## config.mk

```make
export PLATFORM = sky130hd
export DESIGN_NAME = button_debounce_long_press_core_flat
export DESIGN_NICKNAME = d
export VERILOG_FILES = /design/src/hdl/bdlp_pkg.sv /design/src/hdl/bdlp_ifs.sv /design/src/hdl/button_debounce_long_press_core.sv /design/src/hdl/bdlp_cfg_regs.sv /design/src/hdl/bdlp_step.sv /design/src/flat_wrapper.sv
export VERILOG_INCLUDE_DIRS = /design/src /design/src/hdl
export SDC_FILE = /design/constraint.sdc
export NUM_CORES = 1
export LEC_CHECK = 0
export BUFFER_PORTS_ARGS = -buffer_cell sky130_fd_sc_hd__buf_2
export CAP_MARGIN = 20
export CORE_ASPECT_RATIO = 1.1
export CORE_MARGIN = 3
export CORE_UTILIZATION = 55
export CTS_BUF_LIST = sky130_fd_sc_hd__clkbuf_16
export DETAILED_ROUTE_END_ITERATION = 10
export GPL_TIMING_DRIVEN = 0
export PLACE_DENSITY = 0.8
export SYNTH_ARGS = -nofsm -noshare
export SYNTH_HDL_FRONTEND = slang
export SYNTH_SLANG_ARGS = --single-unit
```

## constraint.sdc

```tcl
create_clock -name clk -period 9.1 [get_ports clk]
set_input_delay 0.91 -clock clk [delete_from_list [all_inputs] [get_ports clk]]
set_output_delay 0.91 -clock clk [all_outputs]
set_load 0.02 [all_outputs]
```

## src/hdl/assert_macros.svh

```systemverilog
// ----------------------------------------------------------------------------
// Assertion macros
// Shared concurrent assertion forms, clocked on the rising edge and
// disabled while the asynchronous reset is asserted.
// ----------------------------------------------------------------------------
`ifndef ASSERT_MACROS_SVH
`define ASSERT_MACROS_SVH

// Antecedent implies consequent in the same cycle.
`define ASSERT_IMPLIES(lbl, clk, rst_n, ante, cons) \
	lbl: assert property (@(posedge clk) disable iff (!rst_n) (ante) |-> (cons)) \
		else $error("assertion failed");

// Antecedent implies consequent in the next cycle.
`define ASSERT_NEXT(lbl, clk, rst_n, ante, cons) \
	lbl: assert property (@(posedge clk) disable iff (!rst_n) (ante) |=> (cons)) \
		else $error("assertion failed");

// Condition never holds.
`define ASSERT_NEVER(lbl, clk, rst_n, cond) \
	lbl: assert property (@(posedge clk) disable iff (!rst_n) !(cond)) \
		else $error("assertion failed");

`endif

```

## src/hdl/bdlp_pkg.sv

```systemverilog
// ----------------------------------------------------------------------------
// bdlp_pkg
// Types and constants of the button debouncer with long press detection.
// ----------------------------------------------------------------------------
`default_nettype none

package bdlp_pkg;

	localparam int CNT_W     = 16;
	localparam int CFG_IDX_W = 2;

	typedef logic [CNT_W-1:0]     cnt_t;
	typedef logic [1:0]           act_t;
	typedef logic [CFG_IDX_W-1:0] cfg_idx_t;

	// action codes
	localparam act_t ACT_NONE  = 2'd0;
	localparam act_t ACT_PRESS = 2'd1;
	localparam act_t ACT_LONG  = 2'd2;

	// register indexes
	localparam cfg_idx_t REG_PRESS_THRESHOLD      = 2'd0;
	localparam cfg_idx_t REG_LONG_PRESS_THRESHOLD = 2'd1;
	localparam cfg_idx_t REG_DEAD_TIME            = 2'd2;

	// register reset values
	localparam cnt_t RST_PRESS_THRESHOLD      = 16'd20;
	localparam cnt_t RST_LONG_PRESS_THRESHOLD = 16'd0;
	localparam cnt_t RST_DEAD_TIME            = 16'd10;

	localparam cnt_t CNT_MAX = 16'hffff;

	typedef struct packed {
		cnt_t press_threshold;
		cnt_t long_press_threshold;
		cnt_t dead_time;
	} cfg_t;

endpackage

`default_nettype wire

```

## src/hdl/bdlp_ifs.sv

```systemverilog
// ----------------------------------------------------------------------------
// bdlp channel interfaces
// Valid/ready channels for button samples, actions and register writes.
// ----------------------------------------------------------------------------
`default_nettype none

interface bdlp_in_if;
	logic valid;
	logic ready;
	logic pressed;

	modport source (output valid, output pressed, input ready);
	modport sink   (input valid, input pressed, output ready);
endinterface

interface bdlp_out_if import bdlp_pkg::*; ();
	logic valid;
	logic ready;
	act_t action;
	act_t last_action;

	modport source (output valid, output action, output last_action, input ready);
	modport sink   (input valid, input action, input last_action, output ready);
endinterface

interface bdlp_cfg_if import bdlp_pkg::*; ();
	logic     valid;
	logic     ready;
	cfg_idx_t index;
	cnt_t     data;

	modport source (output valid, output index, output data, input ready);
	modport sink   (input valid, input index, input data, output ready);
endinterface

`default_nettype wire

```

## src/hdl/button_debounce_long_press_core.sv

```systemverilog
// ----------------------------------------------------------------------------
// button_debounce_long_press_core
// Button debouncer with short and long press detection, one sample per
// transaction, one action result per sample.
// ----------------------------------------------------------------------------
//
//  channel  role   payload                      notes
//  -------  -----  ---------------------------  ------------------------------
//  btn      sink   pressed                      one sampled button level
//  evt      source action, last_action          0 none, 1 press, 2 long press
//  cfg      sink   index, data                  0 press thr, 1 long thr, 2 dead
//
//  One sample per cycle sustained while evt keeps up. A sample sits in the input
//  register, then the update logic writes the state and the result register,
//  and the result register offers the result on evt.
//  The input register refills while a result waits; only a stalled result
//  register that is full holds the update, and btn.ready then drops.
//  Reset clears the debounce state and loads register defaults; cfg is
//  always ready.
// ----------------------------------------------------------------------------
`default_nettype none

`include "assert_macros.svh"

module button_debounce_long_press_core import bdlp_pkg::*; (
	input  wire logic  clk,
	input  wire logic  arst_n,
	bdlp_in_if.sink    btn,
	bdlp_out_if.source evt,
	bdlp_cfg_if.sink   cfg
);

	cfg_t regs;

	// input stage
	logic valid_s1;
	logic pressed_s1;

	// result stage
	logic valid_s2;
	act_t action_s2;
	act_t last_action_s2;

	act_t step_action;
	act_t step_last_action;

	logic advance;   // sample in s1 is processed into s2 this cycle
	logic s2_free;

	bdlp_cfg_regs u_cfg_regs (
		.clk    (clk),
		.arst_n (arst_n),
		.cfg    (cfg),
		.regs   (regs)
	);

	bdlp_step u_step (
		.clk         (clk),
		.arst_n      (arst_n),
		.cfg         (regs),
		.advance     (advance),
		.pressed     (pressed_s1),
		.action      (step_action),
		.last_action (step_last_action)
	);

	assign s2_free   = !valid_s2 || evt.ready;
	assign advance   = valid_s1 && s2_free;
	assign btn.ready = !valid_s1 || advance;

	always_ff @(posedge clk or negedge arst_n) begin
		if (!arst_n) begin
			valid_s1 <= 1'b0;
		end else if (btn.ready) begin
			valid_s1 <= btn.valid;
		end
	end

	// payload, no reset needed
	always_ff @(posedge clk) begin
		if (btn.ready && btn.valid)
			pressed_s1 <= btn.pressed;
	end

	always_ff @(posedge clk or negedge arst_n) begin
		if (!arst_n) begin
			valid_s2 <= 1'b0;
		end else if (s2_free) begin
			valid_s2 <= valid_s1;
		end
	end

	always_ff @(posedge clk) begin
		if (advance) begin
			action_s2      <= step_action;
			last_action_s2 <= step_last_action;
		end
	end

	assign evt.valid       = valid_s2;
	assign evt.action      = action_s2;
	assign evt.last_action = last_action_s2;

	// any fired action is also the newest last action
	`ASSERT_IMPLIES(a_last_tracks_fire, clk, arst_n,
		valid_s2 && (action_s2 != ACT_NONE), last_action_s2 == action_s2)
	`ASSERT_IMPLIES(a_stall_only_when_full, clk, arst_n, !btn.ready, valid_s1 && valid_s2)
	`ASSERT_NEXT(a_advance_fills_s2, clk, arst_n, advance, valid_s2)

endmodule

`default_nettype wire

```

## src/hdl/bdlp_cfg_regs.sv

```systemverilog
// ----------------------------------------------------------------------------
// bdlp_cfg_regs
// Threshold and dead time registers, written through the config channel.
// ----------------------------------------------------------------------------
`default_nettype none

module bdlp_cfg_regs import bdlp_pkg::*; (
	input  wire logic   clk,
	input  wire logic   arst_n,
	bdlp_cfg_if.sink    cfg,
	output cfg_t        regs
);

	cfg_t regs_q;

	assign cfg.ready = 1'b1;
	assign regs      = regs_q;

	always_ff @(posedge clk or negedge arst_n) begin
		if (!arst_n) begin
			regs_q.press_threshold      <= RST_PRESS_THRESHOLD;
			regs_q.long_press_threshold <= RST_LONG_PRESS_THRESHOLD;
			regs_q.dead_time            <= RST_DEAD_TIME;
		end else if (cfg.valid && cfg.ready) begin
			case (cfg.index)
				REG_PRESS_THRESHOLD:      regs_q.press_threshold      <= cfg.data;
				REG_LONG_PRESS_THRESHOLD: regs_q.long_press_threshold <= cfg.data;
				REG_DEAD_TIME:            regs_q.dead_time            <= cfg.data;
				default: ; // unmapped index, write dropped
			endcase
		end
	end

endmodule

`default_nettype wire

```

## src/hdl/bdlp_step.sv

```systemverilog
// ----------------------------------------------------------------------------
// bdlp_step
// Debounce state and the per-sample update: counter, fired flag, armed action, last action.
// ----------------------------------------------------------------------------
`default_nettype none

`include "assert_macros.svh"

module bdlp_step import bdlp_pkg::*; (
	input  wire logic clk,
	input  wire logic arst_n,
	input  wire cfg_t cfg,
	input  wire logic advance,
	input  wire logic pressed,
	output act_t      action,
	output act_t      last_action
);

	cnt_t level_count_q;
	logic has_fired_q;
	act_t armed_q;
	act_t prev_q;

	cnt_t cnt_step, cnt_clamp, cnt_nxt;
	logic fired_step, fired_nxt;
	act_t armed_mid, armed_nxt, prev_nxt;
	logic fire;

	always_comb begin
		// integrate the level, saturating both ways
		cnt_step   = level_count_q;
		fired_step = has_fired_q;
		if (pressed) begin
			if (level_count_q != CNT_MAX)
				cnt_step = level_count_q + 16'd1;
		end else if (level_count_q != '0) begin
			cnt_step = level_count_q - 16'd1;
			if (cnt_step == '0)
				fired_step = 1'b0;
		end

		// ceiling while fired
		cnt_clamp = (fired_step && (cnt_step > cfg.dead_time)) ? cfg.dead_time : cnt_step;

		armed_mid = armed_q;
		fire      = 1'b0;
		if (!fired_step) begin
			if ((cfg.long_press_threshold != '0) &&
			    (cnt_clamp >= cfg.long_press_threshold)) begin
				armed_mid = ACT_LONG;
				fire      = 1'b1;
			end else if (cnt_clamp >= cfg.press_threshold) begin
				armed_mid = ACT_PRESS;
				fire      = (cfg.long_press_threshold == '0);
			end
			if ((armed_mid != ACT_NONE) && !pressed)
				fire = 1'b1;
		end

		cnt_nxt   = cnt_clamp;
		fired_nxt = fired_step;
		armed_nxt = armed_mid;
		prev_nxt  = prev_q;
		action    = ACT_NONE;
		if (fire) begin
			cnt_nxt   = cfg.dead_time;
			fired_nxt = 1'b1;
			armed_nxt = ACT_NONE;
			prev_nxt  = armed_mid;
			action    = armed_mid;
		end
		last_action = prev_nxt;
	end

	always_ff @(posedge clk or negedge arst_n) begin
		if (!arst_n) begin
			level_count_q <= '0;
			has_fired_q   <= 1'b0;
			armed_q       <= ACT_NONE;
			prev_q        <= ACT_NONE;
		end else if (advance) begin
			level_count_q <= cnt_nxt;
			has_fired_q   <= fired_nxt;
			armed_q       <= armed_nxt;
			prev_q        <= prev_nxt;
		end
	end

	// a long press fires the moment it arms, so it is never left pending
	`ASSERT_NEVER(a_no_armed_long, clk, arst_n, armed_q == ACT_LONG)
	`ASSERT_IMPLIES(a_fired_disarmed, clk, arst_n, has_fired_q, armed_q == ACT_NONE)
	`ASSERT_NEXT(a_fire_reload, clk, arst_n, advance && fire,
		level_count_q == $past(cfg.dead_time))

endmodule

`default_nettype wire

```

## src/flat_wrapper.sv

```systemverilog
// flat-port wrapper written by rule: the top's interface ports become plain ports
module button_debounce_long_press_core_flat import bdlp_pkg::*;
  (clk, arst_n, btn_valid, btn_pressed, btn_ready, evt_valid, evt_action, evt_last_action, evt_ready, cfg_valid, cfg_index, cfg_data, cfg_ready);
  bdlp_in_if btn_i ();
  bdlp_out_if evt_i ();
  bdlp_cfg_if cfg_i ();
  input  wire logic clk;
  input  wire logic arst_n;
  input wire logic [$bits(btn_i.valid)-1:0] btn_valid;
  input wire logic [$bits(btn_i.pressed)-1:0] btn_pressed;
  output wire logic [$bits(btn_i.ready)-1:0] btn_ready;
  output wire logic [$bits(evt_i.valid)-1:0] evt_valid;
  output wire logic [$bits(evt_i.action)-1:0] evt_action;
  output wire logic [$bits(evt_i.last_action)-1:0] evt_last_action;
  input wire logic [$bits(evt_i.ready)-1:0] evt_ready;
  input wire logic [$bits(cfg_i.valid)-1:0] cfg_valid;
  input wire logic [$bits(cfg_i.index)-1:0] cfg_index;
  input wire logic [$bits(cfg_i.data)-1:0] cfg_data;
  output wire logic [$bits(cfg_i.ready)-1:0] cfg_ready;
  assign btn_i.valid = btn_valid;
  assign btn_i.pressed = btn_pressed;
  assign btn_ready = btn_i.ready;
  assign evt_valid = evt_i.valid;
  assign evt_action = evt_i.action;
  assign evt_last_action = evt_i.last_action;
  assign evt_i.ready = evt_ready;
  assign cfg_i.valid = cfg_valid;
  assign cfg_i.index = cfg_index;
  assign cfg_i.data = cfg_data;
  assign cfg_ready = cfg_i.ready;
  button_debounce_long_press_core u_core (.clk(clk), .arst_n(arst_n), .btn(btn_i), .evt(evt_i), .cfg(cfg_i));
endmodule
```

# After elaboration in Yosys (flattened, before gate mapping)
# Cells that the tools add are included.
[word_totals]
mem_bits_rw = 0
ff_bits = 76
wordCells = 58
latch_bits = 0
output_inout_bits = 7
mem_bits_ro = 0
n_memories = 0
inputBits = 24
[op_classes]
eq_ne = 3
multipliers = 0
n_mux = 19
order_cmp = 3
n_div = 0
shift = 0
n_addsub = 2
n_reduce_logical = 19
bitwise = 0
[ops]
columns = ["op", "n"]
rows = [
  ["$mux W16", 5],
  ["$ge A16 B16 Y1", 2],
  ["$logic_not A16 Y1", 2],
  ["$reduce_bool A16 Y1", 2],
  ["$add A16 B1 Y16 const B", 1],
  ["$gt A16 B16 Y1", 1],
  ["$ne A16 B16 Y1 const B", 1],
  ["$sub A16 B1 Y16 const B", 1],
  ["$mux W2", 6],
  ["$mux W1", 8],
  ["$reduce_and A2 Y1", 3],
  ["$logic_and A1 B1 Y1", 5],
  ["$logic_not A1 Y1", 3],
  ["$eq A2 B1 Y1 const B", 1],
  ["$eq A2 B2 Y1 const B", 1],
  ["$logic_not A2 Y1", 1],
  ["$logic_or A1 B1 Y1", 2],
  ["$reduce_bool A2 Y1", 1],
]

# Longest topological paths before layout
[logic_depth]
depth_word = 16
mapped_depth = 29

# Cells and area by module
# Synthesis repeated with hierarchy kept, for this count alone.
[hier_totals]
hier_cells = 592
hier_area_um2 = 5620.4
[modules_own_cells]
columns = ["module", "cells_per_inst", "area_each_um2", "instances"]
rows = [
  ["bdlp_step", 475, 3534.6, 1],
  ["bdlp_cfg_regs", 104, 1831.8, 1],
  ["button_debounce_long_press_core", 13, 254.0, 1],
]

# Worst setup path after synthesis
# No wires, ideal clock.
[synth_timing]
path_type = "register to register"
start = "register u_core.u_step.level_count_q[0]"
end = "register u_core.u_step.level_count_q[7]"
period_less_slack_ps = 6017
setup_slack_ps = 3083
path_stages_with_launch = 26
path_buffers = 2
setup_time_ps = 132
arrival_ps = 5885
cell_sequence = "dfrtp_1 > inv_1 > ha_1 > or3b_1 > or4_4 > nor3_1 > nor3b_1 > a211oi_1 > ha_1 > nand4_1 > nor2_1 > a221oi_1 > a21oi_1 > nand2b_1 > buf_2 > mux2i_1 > ha_1 > nand2b_1 > a2111oi_0 > nor4_1 > a211o_1 > a221o_1 > mux2i_4 > buf_6 > mux2i_1 > o21ai_1"
[synth_via]
elab_chain_len = 16
word_cells_on_any_way = 27
cone_classes = "2 x add/sub; 3 x order compare; 1 x eq/ne; 15 x mux; 6 x reduce/logical"
[synth_lines]
columns = ["element", "line_no", "source"]
rows = [
  ["start: declaration", "bdlp_step.sv:19", "cnt_t level_count_q;"],
  ["start signal: assignment", "bdlp_step.sv:82", "level_count_q <= cnt_nxt;"],
  ["branches (longest 15 deep; another with $sub A16 B1 Y16)", "n/a", ""],
  ["$mux W16 *", "bdlp_step.sv:65", "if (fire) begin"],
]
# Mark *: on every way between the ends. The select of a mux whose other input is x is not followed.
# A chain may end at the register's enable or synchronous reset.

# Worst setup path after layout
[layout_timing]
start = "register u_core.u_step.level_count_q[4]"
end = "register u_core.u_step.level_count_q[12]"
# The elaborated chain is that of the path after synthesis.

==> results.ini <==
[outcome]
status=complete, no violations

[job]
cap_violations=0

[sta]
setup-tns-final_ns=0
fmax_mhz=129.0
whs_ns=0.4942
finClkSkew_ns=0.007401
slew_headroom=0.3398
finalMaxSlewViolations=0
fin_crit_sh=0.8518
setup_ws_ns=1.349
setup-violations-final=0
final-hold-violation-count=0
rsz0062_at_grt=false
min_period_ns=7.751
worstMarginPinSlew_ns=0.9812

[floorplan]
die_area_um2=11150
start_util=0.5747
core_um2=9490
pin_count=31
placementRows=37
fp.dieW_um=100.9
die_h_um=110.4

[worst_setup_path]
crit_buf_inv=4
crit_slowest_cell=or4_1
path_class=flop to flop
critPathRequiredTime_ns=9.30
end_kind=flop
cp_slowest_stage_delay_ns=0.57
critPathTopFamily=compound AO/OA/AOI/OAI gates
arrival_ns=7.95
worstPathMaxFanout=10
start_kind=flop

[synthesis]
synth-edff-count=5
syn_area_um2=5454
avgSynthCellArea_um2=9.030
netlist_instances=604
synth_top_flop_cell=dfrtp_1
yosys_register_bits=76
syn_nets=680
seq_area_frac_synth=0.3542
yosys_warnings=0
synth_async_sr_flop_share=0.9342
synthDistinctLibCells=65

[placement]
dp_slack_ns=1.573
place.gp.congestion=0.9749
post_dp_cell_area_um2=5748
io_buffers=29
hpwl_mm=11.16

[cts]
clkSinkCount=76
htree_levels=3
clock_path_buffers=2
tritoncts=yes
cts_buffers=9
insertion_delay_ns=0.34
cts-root-buf=clkbuf_16
holdBufCountCts=0
clkSlewWorstSetupHoldPaths_ns=0.06
post_cts.repair.setup_buffers=0
cts_resized=0

[finish]
stdcell_area_um2=6002
layout_common_cells=nand2_1 (72), dfrtp_1 (67), inv_1 (60), ha_1 (52), a21oi_1 (35)
diodes=0
fin_util=0.6324
nNetsFinal=720
syn_to_final_growth_pct=10.05
drive_above_1_share=0.1495
fillers=746
layout.cells.most_common=nand2_1

[power]
power.static_leakage_nw=2.822
vdd_drop_max_mv=0.1942
p_per_area_nw_per_um2=336.9

[detailed_routing]
first_iter_violations=273
vias_per_cell=6.228
drtAntennaViolNets=0
routed_wl_mm=14.18
firstDrtPassIters=5
avgRoutedWirePerCell_um=18.51
drc_errors=0
dr_total_vias=4771

[global_route]
grt_use_met3=0.03727
grt_pass1_wl_mm=23.29
grt_max_degree=72
use_met1=0.3205
first_global_vias=4766
grt-ovfl-total=0
antenna_found_initial=0
grt_busiest_layer=met2
track_usage=0.2634
grtUsageMet2=0.4462

[hold_path]
hold_path.class=flop to flop

==> routing by layer <==
metal	share of wire	wire length [um]	up-vias
met5	0	0	-
met1	0.41	5777	2286
met2	0.50	7098	149
met4	0.049	701	0
li1	-	-	2278
met3	0.043	604	58
==> power by group <==
part	switching, mW	total (mW)	internal, mW
clock network	0.126	0.304	0.178
logic	0.740	1.21	0.466
registers	0.0820	0.511	0.429
total	0.948	2.02	1.07
==> final timing paths <==
path                                                                  from                                           to  depth (start not counted)  slack (ns)
worst max-delay path            u_core.u_step.level_count_q[4]$_DFFE_PN0P_  u_core.u_step.level_count_q[12]$_DFFE_PN0P_                         27        1.35
worst min-delay path                           u_core.valid_s1$_DFFE_PN0N_                 u_core.evt.valid$_DFFE_PN0P_                          1        0.49
worst max register to register  u_core.u_step.level_count_q[4]$_DFFE_PN0P_  u_core.u_step.level_count_q[12]$_DFFE_PN0P_                         27        1.35
worst min register to register                 u_core.valid_s1$_DFFE_PN0N_                 u_core.evt.valid$_DFFE_PN0P_                          1        0.49
max in group asynchronous                                           arst_n  u_core.u_step.level_count_q[12]$_DFFE_PN0P_                          1        7.81
min in group asynchronous                                           arst_n       u_core.u_cfg_regs.regs[40]$_DFFE_PN0P_                          1        0.70
==> through the flow <==
stage | instances | total power [mW]
CTS | 766 | 2.003
detailed placement | 750 | 1.683
finish | 766 | 2.022
global placement | 750 | 1.614
floorplan | 604 | 1.361
global route | 766 | 2.196
==> cells by family (layout without fill, tap and decap cells) <==
logic type	after synthesis	count (layout)	synth area share
AO/OA/AOI/OAI	150	150	0.1707
XOR/XNOR	5	5	0.008031
adder cells (fa/ha/maj)	52	52	0.1193
buffers and inverters	84	129	0.06217
flip-flops	76	76	0.3542
multiplexers	55	55	0.1115
other	1	1	0.0006876
AND/OR/NAND/NOR	181	181	0.1734
==> worst reg2reg max path: stages, from the launching register on <==
cell      delay, ns
dfrtp_1        0.39
clkbuf_1       0.33
nand4_1        0.23
or4_1          0.57
nor3_1         0.51
nor3_1         0.26
a31o_2         0.30
a21oi_1        0.47
ha_1           0.34
nand4_1        0.14
nor2_1         0.06
a221oi_1       0.29
a21oi_1        0.19
nand2b_1       0.11
buf_2          0.24
buf_2          0.29
nand2_1        0.09
o21ai_1        0.16
ha_1           0.30
a211o_1        0.31
a31oi_1        0.21
o21ai_0        0.17
a31o_2         0.33
a221o_1        0.42
mux2i_4        0.38
buf_6          0.23
mux2i_1        0.22
o21ai_1        0.07
==> layout make-up <==
type / count / area (um2) / area share
Inverter: 57 / 214.0 / 0.03565
Clock inverter: 7 / 28.78 / 0.004795
Tap cell: 117 / 146.4 / 0.02439
Sequential cell: 76 / 1932 / 0.3219
Clock buffer: 9 / 225.2 / 0.03752
Timing Repair Buffer: 29 / 147.6 / 0.02460
Multi-Input combinational cell: 444 / 3183 / 0.5303
Buffer: 27 / 125.1 / 0.02085
==> synthesized netlist by cell type (3+ instances only) <==
library cell | count | area (um2)
nand2_1 | 72 | 270.3
dfrtp_1 | 67 | 1677
inv_1 | 57 | 214.0
ha_1 | 52 | 650.6
a21oi_1 | 35 | 175.2
o21ai_0 | 34 | 170.2
mux2_2 | 33 | 371.6
o21ai_1 | 28 | 140.1
nor2_1 | 23 | 86.33
clkbuf_1 | 20 | 75.07
mux2i_1 | 18 | 180.2
nand4_1 | 13 | 81.33
nor4_1 | 11 | 68.82
nor3_1 | 10 | 50.05
nand3_1 | 9 | 45.04
nand2b_1 | 8 | 50.05
a21o_1 | 6 | 45.04
a211oi_1 | 5 | 37.54
a31oi_1 | 5 | 31.28
and4_1 | 5 | 43.79
edfxtp_1 | 5 | 150.1
o211ai_1 | 5 | 37.54
a221oi_1 | 4 | 35.03
buf_2 | 4 | 20.02
dfstp_2 | 4 | 105.1
nand3b_1 | 4 | 30.03
nor4_2 | 4 | 50.05
and2_1 | 3 | 18.77
and3_1 | 3 | 18.77
mux2_1 | 3 | 33.78
nor3b_1 | 3 | 22.52
or4_1 | 3 | 22.52
or4_4 | 3 | 33.78
xnor2_1 | 3 | 26.28
==> registers in the layout, summed over array words and instances (netlist names), 2 cells and up <==
signal,flops
u_core.u_cfg_regs.regs,48
u_core.u_step.level_count_q,16
u_core.evt.action,2
u_core.evt.last_action,2
u_core.u_step.armed_q,2
u_core.u_step.prev_q,2
Power figures use the tool's default switching activity.
